==> config.mk <==
export PLATFORM = sky130hd
export DESIGN_NAME = ffha_ctrl
export DESIGN_NICKNAME = d
export VERILOG_FILES = /design/src/hw/rtl/ffha_pkg.sv /design/src/hw/rtl/ffha_ctrl.sv
export SDC_FILE = /design/constraint.sdc
export NUM_CORES = 1
export LEC_CHECK = 0
export ABC_AREA = 1
export BUFFER_PORTS_ARGS = -buffer_cell sky130_fd_sc_hd__buf_2
export CORE_AREA = 4 4 41 43
export DETAILED_ROUTE_END_ITERATION = 8
export DIE_AREA = 0 0 45 47
export GPL_TIMING_DRIVEN = 0
export PLACE_DENSITY = 0.71
export SKIP_CTS_REPAIR_TIMING = 1
export SYNTH_ARGS = -nofsm -noshare
export SYNTH_HDL_FRONTEND = slang
export SYNTH_SLANG_ARGS = --single-unit
==> constraint.sdc <==
create_clock -name clock -period 1 [get_ports clock]
set_input_delay 0.1 -clock clock [delete_from_list [all_inputs] [get_ports clock]]
set_output_delay 0.1 -clock clock [all_outputs]
set_load 0.1 [all_outputs]
==> src/hw/rtl/ffha_pkg.sv <==
// ----------------------------------------------------------------------------
// ffha_pkg
// Shared constants, payload types and control types of the first-fit heap
// allocator.
// ----------------------------------------------------------------------------
package ffha_pkg;

   localparam int ARENA_BYTES = 4096;
   localparam int HDR_BYTES   = 8;
   localparam int MAX_REQUEST = ARENA_BYTES - HDR_BYTES;
   localparam int OFFS_W      = $clog2(ARENA_BYTES);
   localparam int SIZE_W      = OFFS_W + 1;
   localparam int FIELD_W     = 12;
   localparam int STATUS_W    = 3;

   localparam logic MODE_ALLOC = 1'b0;
   localparam logic MODE_FREE  = 1'b1;

   typedef enum logic [STATUS_W-1:0] {
      STAT_OK          = 3'd0,
      STAT_BAD_SIZE    = 3'd1,
      STAT_NO_SPACE    = 3'd2,
      STAT_DOUBLE_FREE = 3'd3,
      STAT_BAD_POINTER = 3'd4
   } status_type;

   typedef struct packed {
      logic               mode;
      logic [FIELD_W-1:0] request_size;
      logic [FIELD_W-1:0] payload_offset;
   } req_type;

   typedef struct packed {
      logic [STATUS_W-1:0] status;
      logic [FIELD_W-1:0]  block_offset;
   } rsp_type;

   typedef struct packed {
      logic              used;
      logic [SIZE_W-1:0] size;
   } hdr_type;

   typedef enum logic [2:0] {
      S_IDLE,
      S_WALK,
      S_NEXT,
      S_SPLIT,
      S_DONE
   } state_type;

   typedef struct packed {
      logic       start;
      logic       advance;
      logic       read_next;
      logic       wr_alloc;
      logic       wr_rest;
      logic       wr_free;
      logic       finish;
      status_type status;
      logic       load_rsp;
   } cmd_type;

   typedef struct packed {
      logic bad_size;
      logic walk_end;
      logic fit;
      logic split;
      logic hit;
      logic hit_used;
      logic mode_free;
   } dp_stat_type;

endpackage

==> src/hw/rtl/ffha_ctrl.sv <==
// ----------------------------------------------------------------------------
// ffha_ctrl
// Sequencer of the allocator: starts a walk, decides on each header, issues
// the header writes and hands the result to the output register.
// ----------------------------------------------------------------------------
module ffha_ctrl (
   input  logic                  clock,
   input  logic                  reset,
   input  logic                  req_valid,
   output logic                  req_ready,
   output logic                  rsp_valid,
   input  logic                  rsp_ready,
   input  ffha_pkg::dp_stat_type stat,
   output ffha_pkg::cmd_type     cmd
);

   ffha_pkg::state_type state_ff;
   ffha_pkg::state_type state_in;
   logic                rsp_valid_ff;
   logic                rsp_valid_in;

   always_ff @(posedge clock) begin
      if (reset) begin
         state_ff     <= ffha_pkg::S_IDLE;
         rsp_valid_ff <= 1'b0;
      end else begin
         state_ff     <= state_in;
         rsp_valid_ff <= rsp_valid_in;
      end
   end

   always_comb begin
      cmd          = '0;
      state_in     = state_ff;
      rsp_valid_in = rsp_valid_ff && !rsp_ready;
      unique case (state_ff)
         ffha_pkg::S_IDLE: begin
            if (req_valid) begin
               cmd.start = 1'b1;
               if (stat.bad_size) begin
                  cmd.finish = 1'b1;
                  cmd.status = ffha_pkg::STAT_BAD_SIZE;
                  state_in   = ffha_pkg::S_DONE;
               end else begin
                  state_in = ffha_pkg::S_WALK;
               end
            end
         end
         ffha_pkg::S_WALK: begin
            priority if (stat.walk_end) begin
               cmd.finish = 1'b1;
               cmd.status = stat.mode_free ? ffha_pkg::STAT_BAD_POINTER
                                           : ffha_pkg::STAT_NO_SPACE;
               state_in   = ffha_pkg::S_DONE;
            end else if (!stat.mode_free && stat.fit) begin
               cmd.wr_alloc = 1'b1;
               if (stat.split) begin
                  state_in = ffha_pkg::S_SPLIT;
               end else begin
                  cmd.finish = 1'b1;
                  cmd.status = ffha_pkg::STAT_OK;
                  state_in   = ffha_pkg::S_DONE;
               end
            end else if (stat.mode_free && stat.hit) begin
               if (!stat.hit_used) begin
                  cmd.finish = 1'b1;
                  cmd.status = ffha_pkg::STAT_DOUBLE_FREE;
                  state_in   = ffha_pkg::S_DONE;
               end else begin
                  // Fetch the right-hand neighbor before merging.
                  cmd.read_next = 1'b1;
                  state_in      = ffha_pkg::S_NEXT;
               end
            end else begin
               cmd.advance = 1'b1;
            end
         end
         ffha_pkg::S_NEXT: begin
            cmd.wr_free = 1'b1;
            cmd.finish  = 1'b1;
            cmd.status  = ffha_pkg::STAT_OK;
            state_in    = ffha_pkg::S_DONE;
         end
         ffha_pkg::S_SPLIT: begin
            cmd.wr_rest = 1'b1;
            cmd.finish  = 1'b1;
            cmd.status  = ffha_pkg::STAT_OK;
            state_in    = ffha_pkg::S_DONE;
         end
         ffha_pkg::S_DONE: begin
            if (!rsp_valid_ff || rsp_ready) begin
               cmd.load_rsp = 1'b1;
               rsp_valid_in = 1'b1;
               state_in     = ffha_pkg::S_IDLE;
            end
         end
         default: begin
            state_in = ffha_pkg::S_IDLE;
         end
      endcase
   end

   assign req_ready = (state_ff == ffha_pkg::S_IDLE);
   assign rsp_valid = rsp_valid_ff;

   a_split_from_walk: assert property (@(posedge clock) disable iff (reset)
      state_ff == ffha_pkg::S_SPLIT |-> $past(state_ff) == ffha_pkg::S_WALK)
      else $error("split step entered from outside the walk");

   a_next_from_walk: assert property (@(posedge clock) disable iff (reset)
      state_ff == ffha_pkg::S_NEXT |-> $past(state_ff) == ffha_pkg::S_WALK)
      else $error("neighbor step entered from outside the walk");

   a_rsp_from_done: assert property (@(posedge clock) disable iff (reset)
      $rose(rsp_valid_ff) |-> $past(state_ff) == ffha_pkg::S_DONE)
      else $error("response raised without a finished request");

endmodule

======== Word level (Yosys, flattened, before mapping) ========
Index checks and enable logic that the tools add are counted.
word-level totals
  input port bits ......................... 11
  flip-flop bits (word level) ............. 4
  logic and storage cells ................. 52
  output and inout port bits .............. 13
operators by class
  equality and inequality tests ........... 7
  multiplexer cells ....................... 33
  reduce and logical (&&, ||, !) cells .... 10
operators with widths
  operator                                             number
  two-way mux 3 bit                                    11
  two-way mux 4 bit                                    7
  two-way mux 1 bit                                    12
  case mux 3 bit (4 select lines)                      1
  case mux 4 bit (3 select lines)                      1
  equality test 3 x 2 -> 1 bit, second input constant  2
  != test 2 bit, second input constant                 2
  != test 4 bit, second input constant                 1
  equality test 3 x 1 -> 1 bit, second input constant  1
  equality test 3 bit, second input constant           1
  logical AND 1 bit                                    3
  logical NOT 1 bit                                    3
  logical NOT 3 bit                                    1
  AND reduction 3 bit                                  1
  two-way mux 2 bit                                    1
  OR reduction 2 bit                                   1
  logical OR 1 bit                                     1

======== Depth between registers and ports, before layout ========
Gate-level depths: netlist of run 1.
  word-level depth ........................ 5
  depth in mapped cells ................... 8
  gate-level depth less buffers ........... 8

======== Worst setup path before layout of run 1 ========
Ideal clock, no wire load.
  kind .................................... register -> output
  start ................................... register state_ff[1]
  end ..................................... output cmd[10] (netlist name)
  setup slack ............................. -2392 ps
  buffers on the path ..................... 0
  stages on the path, launching flop included .. 2
  arrival ................................. 3292 ps
  data required time ...................... 900 ps
  cell sequence ........................... dfxtp_1 > nor4_1
RTL lines
  item                    RTL line         source
  start, declared         ffha_ctrl.sv:17  ffha_pkg::state_type state_ff;
  start signal, assigned  ffha_ctrl.sv:24  state_ff <= ffha_pkg::S_IDLE;
  start signal, assigned  ffha_ctrl.sv:27  state_ff <= state_in;
  end, declared           ffha_ctrl.sv:14  output ffha_pkg::cmd_type cmd

==> results_dict.tcl, run 1 <==
set metrics [dict create \
    antenna_found_initial 0 \
    power_mw 1.02 \
    internal_power_mw 0.531 \
    wl_per_cell_um 12.9 \
    violations "negative setup slack" \
    start_util 0.313 \
    ys_warn_count 0 \
    rows 13 \
    yosys_most_used_dff "dfxtp_1" \
    clock_sinks 4 \
    seq_power_share 0.180 \
    fin_skew_ns 0.00105 \
    insertion_delay_ns 0.23 \
    gp_congestion 0.761 \
    cp.arrival_ns 1.41 \
    dieArea_um2 2120 \
    clockBufferDepth 2 \
    synth_common_cells "nand2_1 (15), inv_1 (12), nor2_1 (10), nand3_1 (8), dfxtp_1 (4)" \
    critical_path_class "flop to output port" \
    drive_above_1_share 0.708 \
    yosysTopAreaCell "dfxtp_1" \
    ys_ff_latch 4 \
    clkPwrFrac 0.191 \
    leakagePower_nw 0.479 \
    timing.critical_path.cells "nor2_4, buf_4, nand4_1, buf_6, o21ai_4, buf_12" \
    fin_ws_ns -0.512 \
    tightest_slew_ns 0.279 \
    htree_levels 1 \
    synth_cell_types 19 \
    fp.dieW_um 45 \
    p_comb_frac 0.629 \
    drc 0 \
    synthCells 67 \
    ant_nets 0 \
    viasPerCell 4.82 \
    power_density_nw_per_um2 1010 \
    hold_viol_final 0 \
    io_buffers 23 \
    max_freq_mhz 661 \
    ys_top_cells_by_area "dfxtp_1 (20%), nand2_1 (14%), inv_1 (11%)" \
    peakVddDrop_uv 477 \
    clkTransAtPathRegs_ns 0.04 \
    cpPeakStageDelay_ns 0.36 \
    core-area_um2 1300 \
    synth_area_um2 408 \
    switchingPower_mw 0.491 \
    cts_tree "done" \
    setup_tns_ns -4.69 \
    overflow 0 \
    synth-edff-count 0 \
    grt_pass1_wl_um 1970 \
    grt_max_degree 7 \
    slew-limit-headroom 0.816 \
    hold_class "input pin to flop" \
    cts_root_buf "clkbuf_4" \
    vias 583 \
    diodes 0 \
    cts_made_buffers 3 \
    rsz0062_at_grt "true" \
    synth_nets 78 \
    status "finished, violations left" \
    cp-start-kind "flop" \
    synth_most_common_cell "nand2_1" \
    async_flop_share 0 \
    totalWireLength_um 1560 \
    hpwl_um 956 \
    synth_top_area_frac 0.196 \
    grt_pass1_vias 486 \
    crit_path_end_kind "output port" \
    path_max_fanout 4 \
    area_delta_synth_final_pct 149 \
    seq_area_frac_synth 0.196 \
    nets 119 \
    worstPathRequired_ns 0.90 \
    nFillCells 91 \
    sw_frac_of_total 0.480 \
    drt_iter0_drc 18 \
    slowest_stage "dfxtp_4" \
    grt.total_usage 0.127 \
    io_pins 24 \
    firstDrtPassIters 4 \
    setup_viol 15 \
    min_period_ns 1.51 \
    die_h_um 47 \
    drv_slew 0 \
    synth.avg_cell_area_um2 6.09 \
    cap_violations 0 \
    min_period_over_period 1.51 \
]
## critical path, delay by kind of cell, from the launching register on
family,cells,cell delay [ns]
buffers and inverters,3,0.48
and+or+nand+nor,2,0.26
AOI/OAI and AO/OA,1,0.07
DFF,1,0.36
## worst paths after layout
check / start / endpoint / slack [ns] / cells past startpoint
worst min-delay path: reset / state_ff[0]$_SDFFE_PP0P_ / 0.06 / 2
worst min register to register: rsp_valid$_SDFF_PP0_ / rsp_valid$_SDFF_PP0_ / 0.58 / 4
worst max-delay path: state_ff[1]$_SDFFE_PP0P_ / cmd[1] / -0.51 / 6
worst max register to register: state_ff[1]$_SDFFE_PP0P_ / state_ff[2]$_SDFFE_PP0P_ / -0.14 / 7
## per-layer routing
metal / wire length, µm / vias to the layer above / GRT usage
met2: 898 / 20 / 0.226
met3: 62 / 4 / 0.0115
met1: 553 / 270 / 0.144
met4: 42 / 0 / 0.0877
met5: 0 / - / 0
li1: - / 289 / -
## registers in the layout (all words and copies together), names as in the netlist
register   cells
state_ff       3
rsp_valid      1
## logic make-up (layout without fill, tap and decap cells)
logic type             after synthesis  after routing  share of synthesized area
AOI/OAI and AO/OA                    3              3                     0.0460
buffers and inverters               15             54                      0.150
DFF                                  4              4                      0.196
and+or+nand+nor                     45             45                      0.607
## cell type report
| type | count | area [µm²] | share of cell area |
|---|---|---|---|
| clock buffer | 3 | 22.5 | 0.0222 |
| multi-input combinational | 48 | 414 | 0.408 |
| tap | 15 | 18.8 | 0.0185 |
| sequential | 4 | 95.1 | 0.0936 |
| timing repair buffer | 36 | 402 | 0.395 |
| inverter | 15 | 63.8 | 0.0628 |
## power by group through the flow
stage / Clock (mW) / Sequential [mW] / Combinational [mW]
5_1_grt: 0.217 / 0.186 / 0.674
3_3_place_gp: 0 / 0.192 / 0.451
4_1_cts: 0.205 / 0.191 / 0.458
2_1_floorplan: 0 / 0.208 / 0.368
3_5_place_dp: 0 / 0.193 / 0.457
6_report: 0.195 / 0.184 / 0.643
## metrics by stage
step	setup WS (ns)	instance area (µm²)	hold slack, ns	util	cells
4_1_cts	-0.728	681	0.0468	0.523	108
2_1_floorplan	-0.633	524	0.158	-	67
5_1_grt	-0.570	1020	0.0539	0.781	121
6_report	-0.512	1020	0.0551	0.781	121
3_3_place_gp	-0.452	658	0.290	0.506	105
3_5_place_dp	-0.472	658	0.291	0.506	105
## cells in the final DEF, fill, tap and decap left out, drive strengths merged, types with 2 or more instances in the layout
cell	n
a21oi	2
buf	36
clkbuf	3
dfxtp	4
inv	15
nand2	17
nand3	9
nand4	2
nor2	14
nor3	2
Power figures use the tool's default switching activity.
==> inputs of run 2 (changes only) <==
--- a/config.mk
+++ b/config.mk
@@ -7,5 +7,6 @@
 export LEC_CHECK = 0
-export ABC_AREA = 1
+export ABC_AREA = 0
 export BUFFER_PORTS_ARGS = -buffer_cell sky130_fd_sc_hd__buf_2
 export CORE_AREA = 4 4 41 43
+export CTS_CLUSTER_DIAMETER = 60
 export DETAILED_ROUTE_END_ITERATION = 8
@@ -13,3 +14,3 @@
 export GPL_TIMING_DRIVEN = 0
-export PLACE_DENSITY = 0.71
+export PLACE_DENSITY = 0.68
 export SKIP_CTS_REPAIR_TIMING = 1
--- a/constraint.sdc
+++ b/constraint.sdc
@@ -3,2 +3,2 @@
 set_output_delay 0.1 -clock clock [all_outputs]
-set_load 0.1 [all_outputs]
+set_load 0.01 [all_outputs]
==> results_dict.tcl, run 2 <==
set metrics [dict create \
    status "finished, violations left" \
    violations "negative setup slack" \
    synth.avg_cell_area_um2 8.13 \
    hpwl_um 820 \
    min_period_ns 1.58 \
    drv_slew 0 \
    synth_xor_area_frac 0 \
    hold_viol_final 0 \
    seq_area_um2 86.3 \
    cts_made_buffers 3 \
    yosys_most_used_dff "dfxtp_1" \
    largest-register "state_ff" \
    hold_class "input pin to flop" \
    slowest_stage "dfxtp_2" \
    fin_skew_ns 0.00304 \
    synthAdderAreaFrac 0 \
    clock_sinks 4 \
    utilization 0.524 \
    viasPerCell 5.20 \
    diodes 0 \
    max_freq_mhz 633 \
    timing.critical_path.cells "buf_6, nor3b_4, buf_4, o21ai_2, a21oi_1, buf_2" \
    path_max_fanout 5 \
    power_density_nw_per_um2 875 \
    setup_viol 16 \
    ant_nets 0 \
    totalWireLength_um 1260 \
    leakagePower_nw 0.314 \
    synthCells 46 \
    power_mw 0.596 \
    min_period_over_period 1.58 \
    gp_congestion 0.804 \
    grt_max_degree 10 \
    vias 494 \
    synthSimpleGateAreaFrac 0.518 \
    synth_top_area_frac 0.214 \
    synth_nets 57 \
    grt_pass1_vias 388 \
    firstDrtPassIters 4 \
    yosysTopAreaCell "dfxtp_1" \
    core-area_um2 1300 \
    place_ws_ns -0.479 \
    critical_path_class "flop to output port" \
    ys_ff_latch 4 \
    synth_top_family_by_area "simple AND/OR/NAND/NOR gates" \
    seq_area_frac_synth 0.214 \
    synth-edff-count 0 \
    wl_per_cell_um 13.3 \
    fp.dieW_um 45 \
    fin_ws_ns -0.580 \
    synth_common_cells "nor2_1 (5), dfxtp_1 (4), nor3_1 (4), nand2b_1 (3), nand3_1 (3)" \
    crit_path_end_kind "output port" \
    io_buffers 23 \
    ys_top_cells_by_area "dfxtp_1 (21%), nor3_1 (5.4%), nand2b_1 (5.0%)" \
    cpPeakStageDelay_ns 0.31 \
    clkTransAtPathRegs_ns 0.04 \
    path_delay_family "buffers and inverters" \
    synth_area_um2 374 \
    most-common-layout-cells "buf_2 (20), buf_6 (6), buf_4 (6)" \
    layout_commonest_cell "buf_2" \
    peakVddDrop_uv 357 \
    antenna_found_initial 0 \
    cp.arrival_ns 1.48 \
    cp-start-kind "flop" \
    multi_input_area_um2 342 \
    drt_iter0_drc 12 \
    clockBufferDepth 2 \
    largest_reg_flops 3 \
    ys_warn_count 0 \
    setup_tns_ns -6.11 \
    cts_tree "done" \
    drive_above_1_share 0.675 \
    drc 0 \
    slew-limit-headroom 0.736 \
    htree_levels 1 \
    dieArea_um2 2120 \
    worst-path-buf-inv 3 \
    nets 93 \
    rows 13 \
    overflow 0 \
    tightest_slew_ns 0.391 \
    worstPathRequired_ns 0.90 \
    synth_most_common_cell "nor2_1" \
    async_flop_share 0 \
    area_delta_synth_final_pct 82.3 \
    nFillCells 131 \
    cts_root_buf "clkbuf_4" \
    synth_compound_area_frac 0.207 \
    grt.total_usage 0.102 \
    io_pins 24 \
    grt_pass1_wl_um 1550 \
    rsz0062_at_grt "true" \
    die_h_um 47 \
    insertion_delay_ns 0.23 \
    cap_violations 0 \
    synth_cell_types 28 \
    start_util 0.288 \
    muxShareOfSynthArea 0.0301 \
]
## run 2: cell types whose count changed after synthesis, moves of 2 or more
cell and delta:
nand3_1 -5, or3b_1 +2, nand2b_1 +3, nor2_2 -2
nand4_1 -2, o31ai_1 +2, inv_1 -12, nand2_1 -14
nor3_1 +2, nor2b_1 +2, inv_2 -2, nor2_1 -5
## run 2: path summary, 6_finish.rpt
| kind | startpoint | endpoint | slack [ns] | cells past startpoint |
|---|---|---|---|---|
| worst max-delay path | state_ff[2]$_SDFFE_PP0P_ | cmd[4] | -0.58 | 6 |
| worst min-delay path | reset | rsp_valid$_SDFF_PP0_ | 0.13 | 2 |
| worst max register to register | state_ff[2]$_SDFFE_PP0P_ | state_ff[0]$_SDFFE_PP0P_ | -0.43 | 5 |
| worst min register to register | rsp_valid$_SDFF_PP0_ | rsp_valid$_SDFF_PP0_ | 0.53 | 2 |
## run 2: per-stage QoR
stage                     cell area (µm²)  std cells  hold WS (ns)
after detailed placement              515         84         0.369
after global placement                515         84         0.356
final                                 682         95         0.135
after CTS                             538         87         0.120
after floorplan                       382         46         0.169
after global routing                  682         95         0.144
## run 2: cell families after synthesis
kind of cell,after synthesis
muxes,1
AOI/OAI and AO/OA,10
buffers and inverters,1
DFF,4
and+or+nand+nor,30
## run 2: routing by layer
| metal | global-route usage | vias up | part of all wire |
|---|---|---|---|
| met1 | 0.134 | 221 | 0.39 |
| met4 | 0.105 | 0 | 0.015 |
| met5 | 0 | - | 0 |
| met2 | 0.141 | 25 | 0.50 |
| li1 | - | 246 | - |
| met3 | 0.00766 | 2 | 0.087 |
## run 2: power breakdown
| part | leakage, nW | internal, mW | total [mW] | switching [mW] |
|---|---|---|---|---|
| Clock | 0.0138 | 0.134 | 0.201 | 0.0669 |
| Combinational | 0.266 | 0.112 | 0.219 | 0.107 |
| Sequential | 0.0342 | 0.168 | 0.176 | 0.00800 |
| Total | 0.314 | 0.414 | 0.596 | 0.182 |
## run 2: worst register-to-register path, cell delays in order, from the launching register on
cell       delay (ns)
dfxtp_2          0.31
buf_6            0.12
buf_4            0.14
or3b_1           0.35
o32a_1           0.34
o2bb2ai_2        0.11
## run 2: final cells by class
cell class	count	area share
multi-input combinational	41	0.501
timing repair buffer	31	0.295
sequential	4	0.127
clock buffer	3	0.0330
tap	15	0.0275
buffer	1	0.0165
==> inputs of run 3 (changes only) <==
MAX_ROUTING_LAYER = met4   (was not set)
==> results_dict.tcl, run 3 (synthesis gave the netlist of run 2 again) <==
set metrics [dict create \
    status "finished, violations left" \
    violations "negative setup slack" \
    final_area_um2 682 \
    nFillCells 131 \
    gp_congestion 0.815 \
    hold_class "input pin to flop" \
    largest-register "state_ff" \
    final_cells 95 \
    cp-start-kind "flop" \
    critical_path_class "flop to output port" \
    peakVddDrop_uv 357 \
    start_util 0.288 \
    clock_sinks 4 \
    cpPeakStageDelay_ns 0.31 \
    layout_commonest_cell "buf_2" \
    worstPathRequired_ns 0.90 \
    min_period_over_period 1.58 \
    max_freq_mhz 633 \
    grt_max_degree 10 \
    seq_area_um2 86.3 \
    htree_levels 1 \
    largest_reg_flops 3 \
    crit_path_end_kind "output port" \
    cts_tree "done" \
    io_pins 24 \
    diodes 0 \
    wl_per_cell_um 13.3 \
    power_density_nw_per_um2 875 \
    overflow 0 \
    place_inst 84 \
    dieArea_um2 2120 \
    totalWireLength_um 1260 \
    path_max_fanout 5 \
    slowest_stage "dfxtp_2" \
    ant_nets 0 \
    drv_slew 0 \
    place_ws_ns -0.479 \
    leakagePower_nw 0.314 \
    cap_violations 0 \
    min_period_ns 1.58 \
    cts_root_buf "clkbuf_4" \
    area_delta_synth_final_pct 82.3 \
    internal_power_mw 0.414 \
    die_h_um 47 \
    tightest_slew_ns 0.391 \
    utilization 0.524 \
    fin_ws_ns -0.579 \
    grt_pass1_wl_um 1550 \
    timing.critical_path.cells "buf_6, nor3b_4, buf_4, o21ai_2, a21oi_1, buf_2" \
    hpwl_um 820 \
    fp.dieW_um 45 \
    cp.arrival_ns 1.48 \
    rows 13 \
    core-area_um2 1300 \
    switchingPower_mw 0.182 \
    cts_made_buffers 3 \
    drc 0 \
    drive_above_1_share 0.675 \
    p_comb_frac 0.367 \
    firstDrtPassIters 4 \
    fin_skew_ns 0.00304 \
    hold_viol_final 0 \
    grt.total_usage 0.105 \
    clkPwrFrac 0.337 \
    drt_iter0_drc 11 \
    rsz0062_at_grt "true" \
    insertion_delay_ns 0.23 \
    vias 496 \
    viasPerCell 5.22 \
    setup_viol 16 \
    multi_input_area_um2 342 \
    hold_ws_ns 0.135 \
    grt_pass1_vias 388 \
    nets 93 \
    clockBufferDepth 2 \
    sw_frac_of_total 0.306 \
    most-common-layout-cells "buf_2 (20), buf_6 (6), buf_4 (6)" \
    seq_power_share 0.296 \
    clkTransAtPathRegs_ns 0.04 \
    slew-limit-headroom 0.736 \
    placed_area_um2 515 \
    antenna_found_initial 0 \
    io_buffers 23 \
]
==> run 3: cell counts in the layout (fill, tap and decap cells not counted) <==
Identical to the previous run, type by type.
==> run 3: layout make-up <==
type | instances | share of cell area
Timing Repair Buffer | 31 | 0.295
Sequential cell | 4 | 0.127
Clock buffer | 3 | 0.0330
Buffer | 1 | 0.0165
Tap cell | 15 | 0.0275
Multi-Input combinational cell | 41 | 0.501
==> run 3: routing by layer <==
metal  vias up  global-route usage  part of all wire  wire, µm
met3         2             0.00383             0.087       110
li1        246                   -                 -         -
met4         0               0.105             0.015        19
met2        25               0.141              0.51       636
met5         -                   -                 0         0
met1       223               0.136              0.39       492
==> run 3: power by group through the flow <==
stage / Clock [mW] / Combinational (mW) / Sequential [mW]
after floorplan: 0 / 0.0960 / 0.177
after global placement: 0 / 0.165 / 0.178
after detailed placement: 0 / 0.167 / 0.178
after CTS: 0.207 / 0.167 / 0.176
after global routing: 0.216 / 0.237 / 0.178
final: 0.201 / 0.219 / 0.176
==> run 3: per-stage QoR <==
step	power, mW	TNS, ns
2_1_floorplan	0.273	-1.46
3_3_place_gp	0.342	-3.30
3_5_place_dp	0.345	-3.32
4_1_cts	0.549	-6.23
5_1_grt	0.631	-6.95
6_report	0.596	-6.10
==> run 3: path summary, 6_finish.rpt <==
kind,startpoint,end,slack [ns],cells after the start
worst min-delay path,reset,rsp_valid$_SDFF_PP0_,0.13,2
worst max register to register,state_ff[2]$_SDFFE_PP0P_,state_ff[0]$_SDFFE_PP0P_,-0.43,5
worst max-delay path,state_ff[2]$_SDFFE_PP0P_,cmd[4],-0.58,6
worst min register to register,rsp_valid$_SDFF_PP0_,rsp_valid$_SDFF_PP0_,0.53,2
==> run 3: critical path, delay by kind of cell, from the launching register on <==
family,cells,cell delay (ns)
AOI/OAI and AO/OA,2,0.19
buffers and inverters,3,0.45
and+or+nand+nor,1,0.29
DFF,1,0.31
